[src/design/rade_pkg.sv]
// Shared types, constants and helper functions for the RSSI average distance estimator.
// Depends on nothing; every other design file but rade_ram refers to it by scoped names.

package rade_pkg;

    // Sample ring geometry.
    localparam int DEPTH  = 16;
    localparam int PTR_W  = (DEPTH > 1) ? $clog2(DEPTH) : 1;
    localparam int FILL_W = $clog2(DEPTH + 1);
    localparam int SUM_W  = 8 + $clog2(DEPTH);

    // Shared bit-serial divider.
    localparam int DIV_W  = 42;
    localparam int DEN_W  = 7;
    localparam int ITER_W = $clog2(DIV_W + 1);

    // Exponent split: integer part of the Q32 exponent.
    localparam int N_W = DIV_W + 1 - 32;
    localparam logic signed [N_W-1:0] N_HUGE = 11'sd18;
    localparam logic signed [N_W-1:0] N_TINY = -11'sd9;

    // Series for 2^f: number of terms, term index width, Q30 one.
    localparam int TERMS = 16;
    localparam int K_W   = 5;
    localparam logic [30:0] ONE_Q30 = 31'h4000_0000;

    // Fixed-point constants.
    localparam logic [33:0] LOG2_10_Q32 = 34'h3_5269_E12F;
    localparam logic [31:0] LN2_Q32     = 32'hB172_17F8;
    localparam logic [23:0] DIST_MAX    = 24'hFF_FFFF;
    localparam logic [5:0]  FRAC_Q      = 6'd30;
    localparam logic [39:0] CM_PER_M    = 40'd100;

    // Configuration registers and their reset values.
    localparam int ADDR_W = 5;
    localparam int DATA_W = 64;
    localparam logic [1:0] REG_TARGET = 2'd0;
    localparam logic [1:0] REG_REF    = 2'd1;
    localparam logic [1:0] REG_PLD    = 2'd2;
    localparam logic signed [7:0] REF_RSSI_RST = -8'sd56;
    localparam logic [6:0]        PLD_RST      = 7'd21;

    // Queue between the front and back parts.
    localparam int Q_DEPTH = 2;
    localparam int Q_PTR_W = 1;
    localparam int Q_CNT_W = 2;

    // Channel payloads.
    typedef struct packed {
        logic [47:0]       device_address;
        logic signed [7:0] rssi;
    } t_in;

    typedef struct packed {
        logic signed [7:0] mean_rssi;
        logic [23:0]       distance_cm;
    } t_out;

    // Settings the back part needs from the register file.
    typedef struct packed {
        logic signed [7:0] ref_rssi;
        logic [6:0]        path_loss_divisor;
    } t_cfg;

    // Head of the sample queue.
    typedef struct packed {
        logic              valid;
        logic signed [7:0] rssi;
    } t_qhead;

    // Reciprocal ceil(2^34 / k) for the series divisions, exact for x below 2^30.
    function automatic logic [34:0] recip(input logic [K_W-1:0] k);
        logic [34:0] m;
        case (k)
            5'd1:    m = 35'd17179869184;
            5'd2:    m = 35'd8589934592;
            5'd3:    m = 35'd5726623062;
            5'd4:    m = 35'd4294967296;
            5'd5:    m = 35'd3435973837;
            5'd6:    m = 35'd2863311531;
            5'd7:    m = 35'd2454267027;
            5'd8:    m = 35'd2147483648;
            5'd9:    m = 35'd1908874354;
            5'd10:   m = 35'd1717986919;
            5'd11:   m = 35'd1561806290;
            5'd12:   m = 35'd1431655766;
            5'd13:   m = 35'd1321528399;
            5'd14:   m = 35'd1227133514;
            5'd15:   m = 35'd1145324613;
            5'd16:   m = 35'd1073741824;
            default: m = 35'd0;
        endcase
        return m;
    endfunction

endpackage

[src/design/rade_front.sv]
// Front part: register file, address match and the short sample queue to the back part.
// Depends on rade_pkg for types and register codes.

module rade_front (
    input  logic                          i_clk,
    input  logic                          i_rst_n,
    input  logic                          psel,
    input  logic                          penable,
    input  logic                          pwrite,
    input  logic [rade_pkg::ADDR_W-1:0]   paddr,
    input  logic [rade_pkg::DATA_W-1:0]   pwdata,
    output logic [rade_pkg::DATA_W-1:0]   prdata,
    input  logic                          i_in_valid,
    output logic                          o_in_stall,
    input  rade_pkg::t_in                 i_in_data,
    input  logic                          i_pop,
    output rade_pkg::t_qhead              o_head,
    output rade_pkg::t_cfg                o_cfg
);

    logic [47:0]       r_target;
    logic signed [7:0] r_ref;
    logic [6:0]        r_pld;

    logic signed [7:0]           r_qmem [rade_pkg::Q_DEPTH];
    logic [rade_pkg::Q_PTR_W-1:0] r_rd;
    logic [rade_pkg::Q_PTR_W-1:0] r_wr;
    logic [rade_pkg::Q_CNT_W-1:0] r_cnt;

    logic       w_wr;
    logic [1:0] w_idx;
    logic       w_full;
    logic       w_push;

    assign w_idx = paddr[4:3];
    assign w_wr  = psel && penable && pwrite;

    // Register writes.
    always_ff @(posedge i_clk) begin
        if (!i_rst_n) begin
            r_target <= '0;
            r_ref    <= rade_pkg::REF_RSSI_RST;
            r_pld    <= rade_pkg::PLD_RST;
        end else if (w_wr) begin
            case (w_idx)
                rade_pkg::REG_TARGET: r_target <= pwdata[47:0];
                rade_pkg::REG_REF:    r_ref    <= pwdata[7:0];
                rade_pkg::REG_PLD:    r_pld    <= pwdata[6:0];
                default: begin
                end
            endcase
        end
    end

    // Register reads.
    always_comb begin
        case (w_idx)
            rade_pkg::REG_TARGET: prdata = {16'b0, r_target};
            rade_pkg::REG_REF:    prdata = {56'b0, r_ref};
            rade_pkg::REG_PLD:    prdata = {57'b0, r_pld};
            default:              prdata = '0;
        endcase
    end

    assign o_cfg.ref_rssi          = r_ref;
    assign o_cfg.path_loss_divisor = r_pld;

    // Every beat is taken while the queue has room; only the tracked address is queued.
    assign w_full     = (r_cnt == rade_pkg::Q_CNT_W'(rade_pkg::Q_DEPTH));
    assign o_in_stall = w_full;
    assign w_push     = i_in_valid && !w_full && (i_in_data.device_address == r_target);

    // Sample queue.
    always_ff @(posedge i_clk) begin
        if (!i_rst_n) begin
            r_rd  <= '0;
            r_wr  <= '0;
            r_cnt <= '0;
        end else begin
            if (w_push) begin
                r_qmem[r_wr] <= i_in_data.rssi;
                r_wr         <= r_wr + 1'b1;
            end
            if (i_pop) begin
                r_rd <= r_rd + 1'b1;
            end
            if (w_push && !i_pop) begin
                r_cnt <= r_cnt + 1'b1;
            end else if (i_pop && !w_push) begin
                r_cnt <= r_cnt - 1'b1;
            end
        end
    end

    assign o_head.valid = (r_cnt != '0);
    assign o_head.rssi  = r_qmem[r_rd];

    // The back part never takes a sample from an empty queue.
    a_pop_nonempty: assert property (@(posedge i_clk) disable iff (!i_rst_n)
        i_pop |-> (r_cnt != '0))
        else $error("sample popped from empty queue");

endmodule

[config.mk]
export PLATFORM = sky130hd
export DESIGN_NAME = rade_front
export DESIGN_NICKNAME = d
export VERILOG_FILES = /design/src/design/rade_pkg.sv /design/src/design/rade_front.sv
export SDC_FILE = /design/constraint.sdc
export NUM_CORES = 1
export LEC_CHECK = 0
export BUFFER_PORTS_ARGS = -buffer_cell sky130_fd_sc_hd__clkbuf_2
export CAP_MARGIN = 5
export CORE_MARGIN = 1.5
export CORE_UTILIZATION = 40
export DETAILED_ROUTE_END_ITERATION = 8
export PLACE_DENSITY = 0.78
export RECOVER_POWER = 50
export SETUP_SLACK_MARGIN = 0.1
export SYNTH_ARGS = -nofsm -noshare
export SYNTH_HDL_FRONTEND = slang
export SYNTH_SLANG_ARGS = --single-unit
[constraint.sdc]
create_clock -name i_clk -period 3 [get_ports i_clk]
set_input_delay 0.45 -clock i_clk [delete_from_list [all_inputs] [get_ports i_clk]]
set_output_delay 0.45 -clock i_clk [all_outputs]
set_load 0.1 [all_outputs]
==> results of run 1 <==
==> worst max-delay path: cells and delay by family (launching register included) <==
| family | cells | cell delay (ps) |
|---|---|---|
| XOR/XNOR | 1 | 210 |
| flip-flops | 1 | 340 |
| adder cells (fa/ha/maj) | 1 | 260 |
| buffers and inverters | 1 | 110 |
| AO/OA/AOI/OAI | 1 | 140 |
| AND/OR/NAND/NOR | 4 | 1440 |
==> power by group through the flow <==
stage                     registers (uW)  clock network (uW)  logic, uW
after CTS                           1180                 874        490
final                               1180                 837        484
after global routing                1180                 920        512
after global placement              1210                   0        485
after floorplan                     1220                   0        347
after detailed placement            1210                   0        488
==> final timing paths <==
path	end	slack (ps)	cells after the start	start
worst max-delay path	r_cnt[1]	420	8	r_target[0]
worst min-delay path	r_qmem[0][5]	290	1	i_in_data[5]
worst max register to register	r_cnt[1]	420	8	r_target[0]
worst min register to register	r_target[10]	480	2	r_target[10]
==> sequential cells by signal, summed over array words and instances, names as in the netlist, named ones only <==
name and flops:
r_rd 1, r_pld 7, r_qmem 16, r_wr 1
r_ref 8, r_cnt 2, r_target 48
==> layout make-up <==
class | instances | area (um2)
sequential | 84 | 1840
multi-input combinational | 373 | 2220
clock buffer | 9 | 124
timing repair buffer | 193 | 995
inverter | 5 | 18.8
fill | 996 | 4820
clock inverter | 7 | 81.3
tap | 136 | 170
==> synthesized netlist by cell type, types with 8 or more instances <==
| master | count |
|---|---|
| edfxtp_1 | 16 |
| mux2i_1 | 24 |
| nand2_1 | 113 |
| a21oi_1 | 49 |
| nor2_1 | 16 |
| nor4_1 | 11 |
| xnor2_1 | 16 |
| clkbuf_1 | 22 |
| xor2_1 | 35 |
| o21ai_0 | 8 |
| buf_4 | 16 |
| dfxtp_1 | 68 |
| nand4_1 | 8 |
| mux2_2 | 8 |
| and2_1 | 39 |
==> per-stage QoR <==
stage / util, % / setup WS [ps] / hold slack [ps] / std cells
global route: 53.1 / 250 / 259 / 807
global placement: 51.5 / 270 / 460 / 791
finish: 53.1 / 415 / 292 / 807
floorplan: - / 150 / 448 / 504
detailed placement: 51.5 / 252 / 470 / 791
CTS: 53.5 / 435 / 262 / 807
==> layer usage <==
| metal | vias to the layer above | global-route usage, % | part of all wire (%) |
|---|---|---|---|
| li1 | 1953 | - | - |
| met1 | 1803 | 27.0 | 42 |
| met2 | 160 | 38.1 | 49 |
| met3 | 19 | 5.13 | 7.0 |
| met4 | 0 | 6.27 | 1.5 |
| met5 | - | 0 | 0 |
==> cell families (layout without fill, tap and decap cells) <==
kind of cell | count (synthesis) | after routing | share of synthesized area, %
xor+xnor | 51 | 51 | 10.6
fa+ha+maj | 1 | 1 | 0.297
compound gates | 57 | 57 | 6.78
other cells | 1 | 16 | 0.0891
buf+inv | 47 | 214 | 5.62
simple gates | 216 | 216 | 25.0
mux | 32 | 32 | 7.85
flops | 84 | 84 | 43.7
==> reports/results.txt, run 1 <==
YS warnings: 0
Setup Buffers After CTS: 0
Avg WL per Cell: 15.1 um
GRT Overall Usage: 21.9%
Sw Share: 32.7%
largest net degree at the start of global routing: 49
Die Wd: 106 um
DRT Wirelength: 12200 um
commonest non-fill, non-tap cell in the layout: clkbuf_2
diodes inserted: 0
ys async rst share: 0%
Clock Latency Late Sink: 350 ps
gpl congestion: 0.882
final critical path time including I/O delays and setup: 2580 ps
post-route ant nets: 0
count of final setup violators: 0
fin. max-slew vios: 0
mean area per synthesized cell: 8.61 um2
CP Launch Type: flip-flop
main flop type after synthesis: dfxtp_1
Synth top area share: 32.3%
Worst Path Max Fanout: 3
Pleak: 0.00236 uW
fin area: 5450 um2
Synth area leaders: dfxtp_1, edfxtp_1, nand2_1, xor2_1, a21oi_1
core area: 10300 um2
final hold vios: 0
cell accounting for the most synthesized area: dfxtp_1
initial core utilization: 41.0%
hold-fix buffers at CTS: 0
Sink Count: 84
deepest clock path buffer count: 2
share of layout cells above drive strength 1: 30.3%
Post-Syn Area: 4210 um2
Post-synth EDFFs: 16
NetSw: 818 uW
root buffer cell: clkbuf_8
HP Class: primary input to flip-flop
combinational share of power: 19.3%
clk_skew: 9.16 ps
CP max stage delay: 520 ps
Total Neg Setup Slack: 0 ps
CP endpoint kind: flip-flop
Mapped Cells: 489
Clock power frac: 33.5%
CTS tree: built
Row Count: 37
Final #Nets: 799
library cells used by synthesis: 34
CP max stage cell: or4_1
Top Ports: 221
Worst-path clk slew: 90 ps
Port Buffers: 185
P_int: 1680 uW
Initial DRC Count: 199
initial antenna violation count: 0
Die Area: 11200 um2
#FFs+latches synth: 84
H-Tree Depth: 3
Worst Max-Slew Pin Slew: 1360 ps
Slew headroom: 9.63%
Pwr per Cell Area: 459 nW/um2
vias per cell: 4.88
Peak Freq: 387 MHz
RSZ-0062 raised after global routing: false
worst path required time: 3270 ps
most frequent cells in the layout: clkbuf_2, nand2_1, dfxtp_1, a21oi_1, and2_1
Remaining DRCs: 0
CP cell instances: xor2_1, or4_1, nor4_1, nand4_1, inv_1, ha_1, or3_1, a21oi_1
Critical Path AT: 2850 ps
critical path type: flip-flop to flip-flop
vias in the first global route: 3855
via count: 3935
Flop pwr share: 47.2%
peak supply drop: 218 uV
first-pass GRT wire length: 18900 um
Max-Cap Viols: 0
global route total overflow: 0
Die Y: 106 um
total power: 2500 uW
HPWL after DPL: 9470 um
Seq/Total Area, Yosys: 43.7%
drt first pass iters: 4
Resize count post-CTS: 0
area grow syn2layout: 29.5%
run status: completed
CTS Buf Count: 9
post-route clock period utilization: 86.2%
DP Area: 5290 um2
(Power assumes the default switching activity.)
==> run 2, diff against run 1 <==
--- a/config.mk
+++ b/config.mk
@@ -11,7 +11,7 @@
 export CORE_UTILIZATION = 40
 export DETAILED_ROUTE_END_ITERATION = 8
 export PLACE_DENSITY = 0.78
-export RECOVER_POWER = 50
+export RECOVER_POWER = 100
 export SETUP_SLACK_MARGIN = 0.1
 export SYNTH_ARGS = -nofsm -noshare
 export SYNTH_HDL_FRONTEND = slang
==> reports/results.txt, run 2 (same netlist as run 1, synthesis figures left out) <==
post-route ant nets: 0 (unchanged)
Worst Path Max Fanout: 40 (was 3)
Max-Cap Viols: 0 (unchanged)
clk_skew: 9.23 ps (was 9.16 ps)
footprint of the multi-input gates: 2190 um2 (was 2220 um2)
Critical Path AT: 2280 ps (was 2850 ps)
delay-heaviest family, CP: buffers and inverters (was simple AND/OR/NAND/NOR gates)
final critical path time including I/O delays and setup: 2730 ps (was 2580 ps)
Top Ports: 221 (unchanged)
metal1 wirelength: 5160 um (was 5120 um)
Row Count: 37 (unchanged)
sequential cell area: 1840 um2 (unchanged)
Worst-path clk slew: 80 ps (was 90 ps)
count of final setup violators: 0 (unchanged)
Total Neg Setup Slack: 0 ps (unchanged)
non-filler instance count after layout: 807 (unchanged)
CP cell instances: clkbuf_1, nor2_2, clkbuf_2, and2_1, clkbuf_2 (was xor2_1, or4_1, nor4_1, nand4_1, inv_1, ha_1, or3_1, a21oi_1)
drt first pass iters: 4 (unchanged)
total power: 2500 uW (about the same)
gpl congestion: 0.882 (unchanged)
Port Buffers: 185 (unchanged)
Clock Latency Late Sink: 350 ps (about the same)
Pwr per Cell Area: 464 nW/um2 (was 459 nW/um2)
Peak Freq: 367 MHz (was 387 MHz)
worst path required time: 2550 ps (was 3270 ps)
HP Class: primary input to flip-flop (unchanged)
share of layout cells above drive strength 1: 27.3% (was 30.3%)
fin area: 5380 um2 (was 5450 um2)
Slew headroom: 10.3% (was 9.63%)
CTS Buf Count: 9 (unchanged)
run status: completed (unchanged)
Pleak: 0.00229 uW (was 0.00236 uW)
Biggest register: r_target (unchanged)
hold-fix buffers at CTS: 0 (unchanged)
via count: 3934 (was 3935)
Avg WL per Cell: 15.1 um (about the same)
diodes inserted: 0 (unchanged)
H-Tree Depth: 3 (unchanged)
pre-CTS setup slack: 252 ps (unchanged)
Die Area: 11200 um2 (unchanged)
CP Launch Type: primary input (was flip-flop)
critical path type: primary input to output pin (was flip-flop to flip-flop)
Resize count post-CTS: 0 (unchanged)
vias in the first global route: 3855 (unchanged)
Setup Buffers After CTS: 0 (unchanged)
CP most frequent cell: clkbuf_2
Setup WS post-layout: 273 ps (was 415 ps)
first-pass GRT wire length: 18900 um (unchanged)
routed length on met2: 6030 um (about the same)
area grow syn2layout: 27.8% (was 29.5%)
Sink Count: 84 (unchanged)
Initial DRC Count: 200 (was 199)
core area: 10300 um2 (unchanged)
top flop regs: r_target: 48 flops, r_qmem: 16 flops, r_ref: 8 flops (unchanged)
Worst Max-Slew Pin Slew: 1350 ps (was 1360 ps)
Die Y: 106 um (unchanged)
DP Area: 5290 um2 (unchanged)
RSZ-0062 raised after global routing: false (unchanged)
max FFs per register: 48 (unchanged)
commonest non-fill, non-tap cell in the layout: clkbuf_2 (unchanged)
GRT Overall Usage: 21.9% (unchanged)
worst path buffer plus inverter count: 3 (was 1)
peak supply drop: 216 uV (was 218 uV)
CP max stage cell: clkbuf_1 (was or4_1)
Fillers: 1021 (was 996)
vias per cell: 4.87 (was 4.88)
largest net degree at the start of global routing: 49 (unchanged)
Final #Nets: 799 (unchanged)
root buffer cell: clkbuf_8 (unchanged)
initial core utilization: 41.0% (unchanged)
CTS tree: built (unchanged)
HPWL after DPL: 9470 um (unchanged)
initial antenna violation count: 0 (unchanged)
post-route clock period utilization: 90.9% (was 86.2%)
top sig layer: met4 (unchanged)
Remaining DRCs: 0 (unchanged)
deepest clock path buffer count: 2 (unchanged)
Die Wd: 106 um (unchanged)
DRT Wirelength: 12200 um (about the same)
CP max stage delay: 650 ps (was 520 ps)
routed wl met3: 833 um (was 853 um)
global route total overflow: 0 (unchanged)
fin. max-slew vios: 0 (unchanged)
most frequent cells in the layout: clkbuf_2, nand2_1, dfxtp_1, a21oi_1, clkbuf_1 (was clkbuf_2, nand2_1, dfxtp_1, a21oi_1, and2_1)
final hold vios: 0 (unchanged)
CP endpoint kind: output pin (was flip-flop)
placed cell count: 791 (unchanged)
[run 2: worst paths after layout]
path | from | endpoint | slack [ps] | depth (start not counted)
worst max-delay path | paddr[3] | prdata[24] | 270 | 5
worst min-delay path | i_in_data[5] | r_qmem[0][5] | 290 | 1
worst max register to register | r_target[0] | r_cnt[1] | 400 | 8
worst min register to register | r_target[16] | r_target[16] | 480 | 2
[run 2: final cells by class]
class                      count  share of cell area [%]
clock buffer                   9                    2.30
multi-input combinational    373                    40.7
sequential                    84                    34.2
tap                          136                    3.16
timing repair buffer         193                    17.7
clock inverter                 7                    1.51
inverter                       5                   0.349
[run 2: metal layers]
| metal | vias up | track usage (%) |
|---|---|---|
| li1 | 1954 | - |
| met1 | 1809 | 27.0 |
| met2 | 156 | 38.1 |
| met3 | 15 | 5.13 |
| met4 | 0 | 6.27 |
| met5 | - | 0 |
[run 2: metrics by stage]
stage	hold WS (ps)	utilization [%]
floorplan	448	-
global placement	460	51.5
detailed placement	470	51.5
CTS	262	53.5
global route	259	52.4
finish	291	52.4
[run 2: report_power, final]
group          switching (uW)  internal, uW
Clock                     441           398
Sequential               16.4          1160
Combinational             360           117
